==> src/hdl/wsd_pkg.sv <==
// package with phase codes and the result word type of the websocket deframer
`default_nettype none
package wsd_pkg;

    localparam int unsigned LEN_W   = 64;
    localparam int unsigned BYTE_W  = 8;
    localparam int unsigned KEY_W   = 32;
    localparam int unsigned COUNT_W = 4;

    localparam logic [6:0] LEN_EXT16 = 7'd126;
    localparam logic [6:0] LEN_EXT64 = 7'd127;

    localparam logic [COUNT_W-1:0] EXT16_BYTES = 4'd2;
    localparam logic [COUNT_W-1:0] EXT64_BYTES = 4'd8;
    localparam logic [COUNT_W-1:0] KEY_BYTES   = 4'd4;

    typedef enum logic [2:0] {
        PH_FIRST   = 3'd0,
        PH_SECOND  = 3'd1,
        PH_EXTLEN  = 3'd2,
        PH_KEY     = 3'd3,
        PH_PAYLOAD = 3'd4
    } t_phase;

    typedef struct packed {
        logic              header_valid;
        logic              fin;
        logic [2:0]        reserved_bits;
        logic [3:0]        frame_opcode;
        logic              masked;
        logic [LEN_W-1:0]  payload_length;
        logic              payload_valid;
        logic [BYTE_W-1:0] payload_byte;
        logic [LEN_W-1:0]  payload_offset;
        logic              frame_end;
        logic              slice_end;
    } t_result;

endpackage
`default_nettype wire

==> src/hdl/wsd_if.sv <==
// stream interfaces for raw input bytes and deframer result words
`default_nettype none
interface wsd_in_if;
    logic                     valid;
    logic                     ready;
    logic [wsd_pkg::BYTE_W-1:0] data_byte;
    logic                     chunk_last;

    modport source (output valid, output data_byte, output chunk_last, input ready);
    modport sink (input valid, input data_byte, input chunk_last, output ready);
endinterface

interface wsd_out_if;
    logic                      valid;
    logic                      ready;
    logic                      header_valid;
    logic                      fin;
    logic [2:0]                reserved_bits;
    logic [3:0]                frame_opcode;
    logic                      masked;
    logic [wsd_pkg::LEN_W-1:0]  payload_length;
    logic                      payload_valid;
    logic [wsd_pkg::BYTE_W-1:0] payload_byte;
    logic [wsd_pkg::LEN_W-1:0]  payload_offset;
    logic                      frame_end;
    logic                      slice_end;

    modport source (
        output valid, output header_valid, output fin, output reserved_bits,
        output frame_opcode, output masked, output payload_length,
        output payload_valid, output payload_byte, output payload_offset,
        output frame_end, output slice_end, input ready
    );
    modport sink (
        input valid, input header_valid, input fin, input reserved_bits,
        input frame_opcode, input masked, input payload_length,
        input payload_valid, input payload_byte, input payload_offset,
        input frame_end, input slice_end, output ready
    );
endinterface
`default_nettype wire

==> src/hdl/wsd_parser.sv <==
// header parser state and payload unmasking, one byte per accepted word
`default_nettype none
module wsd_parser #(
    parameter int unsigned LENGTH_BITS = 64
) (
    input  wire logic            i_clk,
    input  wire logic            i_rst_n,
    input  wire logic            i_take,
    input  wire logic [7:0]      i_data_byte,
    input  wire logic            i_chunk_last,
    output wsd_pkg::t_result     o_result,
    output logic                 o_emit
);
    import wsd_pkg::*;

    t_phase                 r_phase, n_phase;
    logic [COUNT_W-1:0]     r_count, n_count;
    logic                   r_fin, n_fin;
    logic [2:0]             r_rsv, n_rsv;
    logic [3:0]             r_opcode, n_opcode;
    logic                   r_mask_en, n_mask_en;
    logic [LENGTH_BITS-1:0] r_length, n_length;
    logic [LENGTH_BITS-1:0] r_offset, n_offset;
    logic [KEY_W-1:0]       r_key, n_key;
    logic [1:0]             r_mphase, n_mphase;

    logic                   w_len_done;
    logic                   w_hdr_done;
    logic                   w_frame_end;
    logic [BYTE_W-1:0]      w_key_byte;
    logic                   w_mask_en;
    logic [LENGTH_BITS-1:0] w_offset_inc;

    assign w_mask_en = (r_phase == PH_SECOND) ? i_data_byte[7] : r_mask_en;

    // completion flags of the header sequence
    always_comb begin
        w_len_done = 1'b0;
        w_hdr_done = 1'b0;
        case (r_phase)
            PH_SECOND: begin
                w_len_done = (i_data_byte[6:0] != LEN_EXT16) && (i_data_byte[6:0] != LEN_EXT64);
            end
            PH_EXTLEN: begin
                w_len_done = (r_count == COUNT_W'(1));
            end
            PH_KEY: begin
                w_hdr_done = (r_count == COUNT_W'(1));
            end
            default: begin
            end
        endcase
        if (w_len_done && !w_mask_en) begin
            w_hdr_done = 1'b1;
        end
    end

    assign w_offset_inc = r_offset + LENGTH_BITS'(1);
    assign w_frame_end  = (w_offset_inc >= r_length);

    // next state
    always_comb begin
        n_phase   = r_phase;
        n_count   = r_count;
        n_fin     = r_fin;
        n_rsv     = r_rsv;
        n_opcode  = r_opcode;
        n_mask_en = r_mask_en;
        n_length  = r_length;
        n_offset  = r_offset;
        n_key     = r_key;
        n_mphase  = r_mphase;
        case (r_phase)
            PH_SECOND: begin
                n_mask_en = i_data_byte[7];
                if (i_data_byte[6:0] == LEN_EXT16) begin
                    n_count  = EXT16_BYTES;
                    n_length = '0;
                    n_phase  = PH_EXTLEN;
                end else if (i_data_byte[6:0] == LEN_EXT64) begin
                    n_count  = EXT64_BYTES;
                    n_length = '0;
                    n_phase  = PH_EXTLEN;
                end else begin
                    n_length = LENGTH_BITS'(i_data_byte[6:0]);
                end
            end
            PH_EXTLEN: begin
                n_length = {r_length[LENGTH_BITS-9:0], i_data_byte};
                n_count  = r_count - COUNT_W'(1);
            end
            PH_KEY: begin
                n_key   = {r_key[KEY_W-9:0], i_data_byte};
                n_count = r_count - COUNT_W'(1);
            end
            PH_PAYLOAD: begin
                n_mphase = r_mphase + 2'd1;
                n_offset = w_offset_inc;
                if (w_frame_end) begin
                    n_phase = PH_FIRST;
                end
            end
            default: begin
                n_fin    = i_data_byte[7];
                n_rsv    = i_data_byte[6:4];
                n_opcode = i_data_byte[3:0];
                n_phase  = PH_SECOND;
            end
        endcase
        if (w_len_done && n_mask_en) begin
            n_phase = PH_KEY;
            n_count = KEY_BYTES;
            n_key   = '0;
        end
        if (w_hdr_done) begin
            n_offset = '0;
            n_mphase = 2'd0;
            n_count  = '0;
            n_phase  = (n_length == '0) ? PH_FIRST : PH_PAYLOAD;
        end
    end

    always_comb begin
        case (r_mphase)
            2'd0:    w_key_byte = r_key[31:24];
            2'd1:    w_key_byte = r_key[23:16];
            2'd2:    w_key_byte = r_key[15:8];
            default: w_key_byte = r_key[7:0];
        endcase
    end

    // result word
    always_comb begin
        o_emit                  = w_hdr_done || (r_phase == PH_PAYLOAD);
        o_result                = '0;
        o_result.fin            = n_fin;
        o_result.reserved_bits  = n_rsv;
        o_result.frame_opcode   = n_opcode;
        o_result.masked         = n_mask_en;
        o_result.payload_length = LEN_W'(n_length);
        if (r_phase == PH_PAYLOAD) begin
            o_result.payload_valid  = 1'b1;
            o_result.payload_byte   = r_mask_en ? (i_data_byte ^ w_key_byte) : i_data_byte;
            o_result.payload_offset = LEN_W'(n_offset);
            o_result.frame_end      = w_frame_end;
            o_result.slice_end      = w_frame_end || i_chunk_last;
        end else begin
            o_result.header_valid = w_hdr_done;
            o_result.frame_end    = w_hdr_done && (n_length == '0);
        end
    end

    always_ff @(posedge i_clk) begin
        if (!i_rst_n) begin
            r_phase   <= PH_FIRST;
            r_count   <= '0;
            r_fin     <= 1'b0;
            r_rsv     <= '0;
            r_opcode  <= '0;
            r_mask_en <= 1'b0;
            r_length  <= '0;
            r_offset  <= '0;
            r_key     <= '0;
            r_mphase  <= '0;
        end else if (i_take) begin
            r_phase   <= n_phase;
            r_count   <= n_count;
            r_fin     <= n_fin;
            r_rsv     <= n_rsv;
            r_opcode  <= n_opcode;
            r_mask_en <= n_mask_en;
            r_length  <= n_length;
            r_offset  <= n_offset;
            r_key     <= n_key;
            r_mphase  <= n_mphase;
        end
    end

endmodule
`default_nettype wire

==> src/hdl/wsd_out_reg.sv <==
// result register that drives the output stream
`default_nettype none
module wsd_out_reg (
    input  wire logic             i_clk,
    input  wire logic             i_rst_n,
    input  wire logic             i_load,
    input  wsd_pkg::t_result      i_result,
    output logic                  o_can_load,
    wsd_out_if.source             o_out
);
    import wsd_pkg::*;

    logic    r_valid;
    t_result r_data;

    assign o_can_load = !r_valid || o_out.ready;

    always_ff @(posedge i_clk) begin
        if (!i_rst_n) begin
            r_valid <= 1'b0;
        end else if (o_can_load) begin
            r_valid <= i_load;
        end
    end

    always_ff @(posedge i_clk) begin
        if (o_can_load && i_load) begin
            r_data <= i_result;
        end
    end

    assign o_out.valid          = r_valid;
    assign o_out.header_valid   = r_data.header_valid;
    assign o_out.fin            = r_data.fin;
    assign o_out.reserved_bits  = r_data.reserved_bits;
    assign o_out.frame_opcode   = r_data.frame_opcode;
    assign o_out.masked         = r_data.masked;
    assign o_out.payload_length = r_data.payload_length;
    assign o_out.payload_valid  = r_data.payload_valid;
    assign o_out.payload_byte   = r_data.payload_byte;
    assign o_out.payload_offset = r_data.payload_offset;
    assign o_out.frame_end      = r_data.frame_end;
    assign o_out.slice_end      = r_data.slice_end;

endmodule
`default_nettype wire

==> src/hdl/websocket_frame_deframer_unit.sv <==
// websocket frame deframer top level
// latency: a result word appears in the cycle after the byte that causes it is accepted
// throughput: one byte per cycle while the output stream does not stall, set by the single parser state update
// input ready stays high while the result register is empty or being drained
// reset: synchronous active low, parser waits for a first header byte, no word held
`default_nettype none
module websocket_frame_deframer_unit #(
    parameter int unsigned LENGTH_BITS = 64
) (
    input  wire logic  i_clk,
    input  wire logic  i_rst_n,
    wsd_in_if.sink     i_in,
    wsd_out_if.source  o_out
);
    import wsd_pkg::*;

    logic    w_take;
    logic    w_emit;
    logic    w_can_load;
    t_result w_result;

    assign i_in.ready = w_can_load;
    assign w_take     = i_in.valid && w_can_load;

    wsd_parser #(
        .LENGTH_BITS (LENGTH_BITS)
    ) u_parser (
        .i_clk        (i_clk),
        .i_rst_n      (i_rst_n),
        .i_take       (w_take),
        .i_data_byte  (i_in.data_byte),
        .i_chunk_last (i_in.chunk_last),
        .o_result     (w_result),
        .o_emit       (w_emit)
    );

    wsd_out_reg u_out_reg (
        .i_clk      (i_clk),
        .i_rst_n    (i_rst_n),
        .i_load     (w_take && w_emit),
        .i_result   (w_result),
        .o_can_load (w_can_load),
        .o_out      (o_out)
    );

endmodule
`default_nettype wire
==> src/flat_wrapper.sv <==
// flat-port wrapper written by rule: the top's interface ports become plain ports
module websocket_frame_deframer_unit_flat import wsd_pkg::*;
#(
    parameter int unsigned LENGTH_BITS = 64
)
  (i_clk, i_rst_n, i_in_valid, i_in_data_byte, i_in_chunk_last, i_in_ready, o_out_valid, o_out_header_valid, o_out_fin, o_out_reserved_bits, o_out_frame_opcode, o_out_masked, o_out_payload_length, o_out_payload_valid, o_out_payload_byte, o_out_payload_offset, o_out_frame_end, o_out_slice_end, o_out_ready);
  wsd_in_if i_in_i ();
  wsd_out_if o_out_i ();
  input  wire logic i_clk;
  input  wire logic i_rst_n;
  input wire logic [$bits(i_in_i.valid)-1:0] i_in_valid;
  input wire logic [$bits(i_in_i.data_byte)-1:0] i_in_data_byte;
  input wire logic [$bits(i_in_i.chunk_last)-1:0] i_in_chunk_last;
  output wire logic [$bits(i_in_i.ready)-1:0] i_in_ready;
  output wire logic [$bits(o_out_i.valid)-1:0] o_out_valid;
  output wire logic [$bits(o_out_i.header_valid)-1:0] o_out_header_valid;
  output wire logic [$bits(o_out_i.fin)-1:0] o_out_fin;
  output wire logic [$bits(o_out_i.reserved_bits)-1:0] o_out_reserved_bits;
  output wire logic [$bits(o_out_i.frame_opcode)-1:0] o_out_frame_opcode;
  output wire logic [$bits(o_out_i.masked)-1:0] o_out_masked;
  output wire logic [$bits(o_out_i.payload_length)-1:0] o_out_payload_length;
  output wire logic [$bits(o_out_i.payload_valid)-1:0] o_out_payload_valid;
  output wire logic [$bits(o_out_i.payload_byte)-1:0] o_out_payload_byte;
  output wire logic [$bits(o_out_i.payload_offset)-1:0] o_out_payload_offset;
  output wire logic [$bits(o_out_i.frame_end)-1:0] o_out_frame_end;
  output wire logic [$bits(o_out_i.slice_end)-1:0] o_out_slice_end;
  input wire logic [$bits(o_out_i.ready)-1:0] o_out_ready;
  assign i_in_i.valid = i_in_valid;
  assign i_in_i.data_byte = i_in_data_byte;
  assign i_in_i.chunk_last = i_in_chunk_last;
  assign i_in_ready = i_in_i.ready;
  assign o_out_valid = o_out_i.valid;
  assign o_out_header_valid = o_out_i.header_valid;
  assign o_out_fin = o_out_i.fin;
  assign o_out_reserved_bits = o_out_i.reserved_bits;
  assign o_out_frame_opcode = o_out_i.frame_opcode;
  assign o_out_masked = o_out_i.masked;
  assign o_out_payload_length = o_out_i.payload_length;
  assign o_out_payload_valid = o_out_i.payload_valid;
  assign o_out_payload_byte = o_out_i.payload_byte;
  assign o_out_payload_offset = o_out_i.payload_offset;
  assign o_out_frame_end = o_out_i.frame_end;
  assign o_out_slice_end = o_out_i.slice_end;
  assign o_out_i.ready = o_out_ready;
  websocket_frame_deframer_unit #(.LENGTH_BITS(LENGTH_BITS)) u_core (.i_clk(i_clk), .i_rst_n(i_rst_n), .i_in(i_in_i), .o_out(o_out_i));
endmodule
==> config.mk <==
export PLATFORM = sky130hd
export DESIGN_NAME = websocket_frame_deframer_unit_flat
export DESIGN_NICKNAME = d
export VERILOG_FILES = /design/src/hdl/wsd_pkg.sv /design/src/hdl/wsd_if.sv /design/src/hdl/wsd_parser.sv /design/src/hdl/wsd_out_reg.sv /design/src/hdl/websocket_frame_deframer_unit.sv /design/src/flat_wrapper.sv
export SDC_FILE = /design/constraint.sdc
export NUM_CORES = 1
export LEC_CHECK = 0
export BUFFER_PORTS_ARGS = -buffer_cell sky130_fd_sc_hd__buf_2
export CAP_MARGIN = 20
export CORE_MARGIN = 10
export CORE_UTILIZATION = 54
export DETAILED_ROUTE_END_ITERATION = 6
export PLACE_DENSITY = 0.77
export SLEW_MARGIN = 0
export SYNTH_ARGS = -nofsm -noshare
export SYNTH_HDL_FRONTEND = slang
export SYNTH_SLANG_ARGS = --single-unit
==> constraint.sdc <==
create_clock -name i_clk -period 5.7 [get_ports i_clk]
set_input_delay 0.855 -clock i_clk [delete_from_list [all_inputs] [get_ports i_clk]]
set_output_delay 0.855 -clock i_clk [all_outputs]
set_load 0.02 [all_outputs]
==> key figures <==
Setup path
  • Worst Reg-to-Reg Cells: 16
  • CP Max Fanout: 7
  • Worst Setup SP: u_core.u_parser.r_offset[0]
  • FF-to-FF Start: u_core.u_parser.r_offset[0]
  • Worst Path Arrival: 5.24 ns
  • Req. time, crit path: 6.09 ns
  • Worst Path Class, Setup: register to register
  • Startpoint Class: register
  • Reg2reg end: u_core.u_parser.r_phase[2]
  • R2R Setup Slk: 0.85 ns
  • Setup crit end kind: register

CTS
  • Cts bufs inserted: 36
  • Worst-Skew Late Latency: 0.53 ns
  • CTS max path bufs: 3
  • Post-CTS sizing: 0
  • CTS Sinks: 328
  • Hold Buf Count CTS: 0
  • CTS tree: built
  • Setup Buffers After CTS: 0
  • CTS clk-pin slew, worst paths: 0.06 ns
  • Root Driver: clkbuf_16
  • Htree depth: 2

STA
  • Clk_skew: 0.0269 ns
  • Setup total negative slack: 0 ns
  • Worst slew pin tran: 1.06 ns
  • RSZ-0062 raised after global routing: no
  • Tmin final: 4.85 ns
  • Fin. max-slew vios: 0
  • FMAX: 0.206 GHz
  • # setup viols final: 0
  • Slew HR: 29.4%
  • Final Hold Fails: 0
  • Final Cycle Share: 85.0%
  • Final WS setup: 0.853 ns

Floorplan
  • I/O pins: 164
  • Starting density of the core: 54.7%
  • Die width: 196 um
  • Die Y: 196 um
  • # rows: 64
  • Core Area: 30600 um^2
  • Die footprint: 38400 um^2

Route
  • Initial DRC Count: 1340
  • Number of remaining DRC errors: 0
  • Via-to-Cell Ratio: 5.96
  • Antenna Nets Post-Route: 0
  • DRT Pass-1 Iters: 6
  • Routed wirelength normalized by instance count: 19.9 um
  • Routed Wire Length: 45700 um
  • Via Count: 13688

Power
  • Pwr/cell area: 353 nW/um^2
  • Pint: 0.00456 W
  • Clk pwr share: 34.2%
  • Leakage Power: 8.12 nW
  • P_sw: 0.00214 W
  • Worst VDD drop: 224 uV
  • Comb pwr share: 22.6%
  • Sequential power share: 43.3%
  • Switching Share: 32.0%

Global routing
  • Vias in the first global route: 13408
  • Global-route wire length before repair: 71900 um
  • Grt total ovfl: 0
  • Largest net degree at the start of global routing: 109
  • Initial antenna violation count: 1
  • Total GRT Usage: 22.8%

Synthesis
  • Post-synth top flop: dfxtp_1
  • Ys async rst share: 0%
  • Post-synthesis sequential area ratio: 48.1%
  • Yosys cell types: 66
  • Syn_nets: 1842
  • Area share of the largest cell type after synthesis: 26.7%
  • Number of synthesized flops with an enable pin: 149
  • Cell area after synthesis: 16700 um^2
  • Gate count after technology mapping: 1758
  • Ranking of synthesized cells by area: edfxtp_1, dfxtp_1, ha_1, nand2_1, inv_1
  • Synth area leader: edfxtp_1
  • Avg Cell Area, Syn: 9.52 um^2
  • Yosys reg bits: 328
  • Synth warn: 0

Placement
  • Post-Place Setup Slack: 1.01 ns
  • Input/output buffers: 163
  • Detail Placement HPWL: 31500 um
  • Placed Area: 17800 um^2
  • GPL Wtd Cong: 0.927

Finish
  • Post-layout util: 62.0%
  • Fillers: 2559
  • Commonest non-fill, non-tap cells in the layout: nand2_1, dfxtp_1, buf_2
  • FF/Latch Area: 8060 um^2
  • Post-layout nets: 1957
  • Commonest non-fill, non-tap cell in the layout: nand2_1
  • Syn-to-layout area delta: 13.3%
  • Share of layout cells above drive strength 1: 14.2%
  • Post-route cell area: 19000 um^2
  • Multi-input logic area: 7730 um^2

Run status
  • Status: finished, final reports clean

Worst hold path
  • Worst hold path class: register to register
  • End of the worst hold path: u_core.u_parser.r_key[25]
  • Hold path start: u_core.u_parser.r_key[25]
  • Cells on Worst Hold Path: 2

Flow run
  • Max-cap violations: 0
layout make-up:
cell class	instances	share of cell area [%]
inverter	138	2.76
antenna	1	0.0132
clock buffer	47	5.29
timing repair buffer	186	5.29
tap	396	2.61
multi-input combinational	1183	40.7
clock inverter	19	0.818
sequential	328	42.5
how the worst max path moves through the flow:
stage	endpoint	slack (ns)	depth (start not counted)
detailed placement	u_core.u_parser.r_phase[2]	1.01	16
floorplan	u_core.u_out_reg.o_out.fin	1.50	7
global route	u_core.u_parser.r_phase[0]	0.51	16
CTS	u_core.u_parser.r_phase[2]	0.99	16
finish	u_core.u_parser.r_phase[2]	0.85	16
global placement	u_core.u_parser.r_phase[2]	1.14	16
metal layers:
metal,global-route usage (%),vias up,routed length (um)
li1,-,6450,-
met1,27.9,6549,18400
met2,38.0,561,21800
met3,4.45,128,3300
met4,10.9,0,2160
met5,0,-,0
worst max-delay path, cell delays in order, from the launching register on:
cell      delay [ns]
dfxtp_1         0.42
ha_1            0.23
and4_1          0.28
nor4b_2         0.42
nor3b_2         0.53
and2_1          0.30
nand3_1         0.12
xor2_1          0.25
inv_1           0.08
ha_1            0.28
and4_1          0.21
and4bb_2        0.24
nand3_1         0.09
or4b_2          0.69
a21oi_1         0.26
o31ai_1         0.15
mux2i_1         0.15
synthesized netlist by cell type, drive strengths merged (13+ instances only):
library cell / instances
ha: 71
and2: 55
a22oi: 17
a221oi: 42
nand4: 29
nor4: 14
nor2: 127
inv: 137
nor2b: 82
nor3: 14
and3: 23
buf: 33
nor3b: 61
o211a: 45
a21boi: 38
nand3: 72
edfxtp: 149
a22o: 19
clkbuf: 76
xnor2: 32
a31oi: 13
xor2: 40
nand2: 187
a21oi: 53
o21ai: 67
dfxtp: 179
power groups by stage:
stage | clock network, W | registers, W | logic (W)
after floorplan | 0 | 0.00309 | 0.000840
after global placement | 0 | 0.00293 | 0.00146
after detailed placement | 0 | 0.00294 | 0.00149
after CTS | 0.00232 | 0.00289 | 0.00150
after global routing | 0.00241 | 0.00292 | 0.00164
final | 0.00229 | 0.00290 | 0.00151
cells by family (layout without fill, tap and decap cells):
family                     after synthesis  count (layout)  share of synthesized area (%)
and+or+nand+nor                        690             690                           21.6
AOI/OAI and AO/OA                      340             340                           14.8
DFF                                    328             328                           48.1
buffers and inverters                  247             390                           5.73
xor gates and xnor gates                72              72                           3.77
adders and majority gates               71              71                           5.31
muxes                                   10              10                          0.658
other                                    0               1                              0
metrics by stage:
step,cells,hold slack [ns],power [W]
after global placement,2231,0.449,0.00440
after CTS,2297,0.468,0.00671
after floorplan,1758,0.440,0.00392
final,2298,0.470,0.00670
after detailed placement,2231,0.459,0.00443
after global routing,2297,0.489,0.00697
registers in the layout (all words and copies together) (netlist names):
register                               cells
u_core.u_out_reg.o_out.slice_end           1
u_core.u_parser.r_length                  64
u_core.u_out_reg.o_out.reserved_bits       3
u_core.u_out_reg.o_out.payload_length     64
u_core.u_out_reg.o_out.payload_offset     64
u_core.u_out_reg.o_out.header_valid        1
u_core.u_out_reg.o_out.payload_byte        8
u_core.u_parser.r_offset                  64
u_core.u_out_reg.o_out.frame_opcode        4
u_core.u_parser.r_mphase                   2
u_core.u_out_reg.o_out.fin                 1
u_core.u_parser.r_rsv                      3
u_core.u_out_reg.o_out.payload_valid       1
u_core.u_out_reg.o_out.valid               1
u_core.u_parser.r_count                    4
u_core.u_parser.r_mask_en                  1
u_core.u_out_reg.o_out.frame_end           1
u_core.u_parser.r_fin                      1
u_core.u_parser.r_phase                    3
u_core.u_out_reg.o_out.masked              1
u_core.u_parser.r_key                     32
u_core.u_parser.r_opcode                   4
Power figures use the tool's default switching activity.
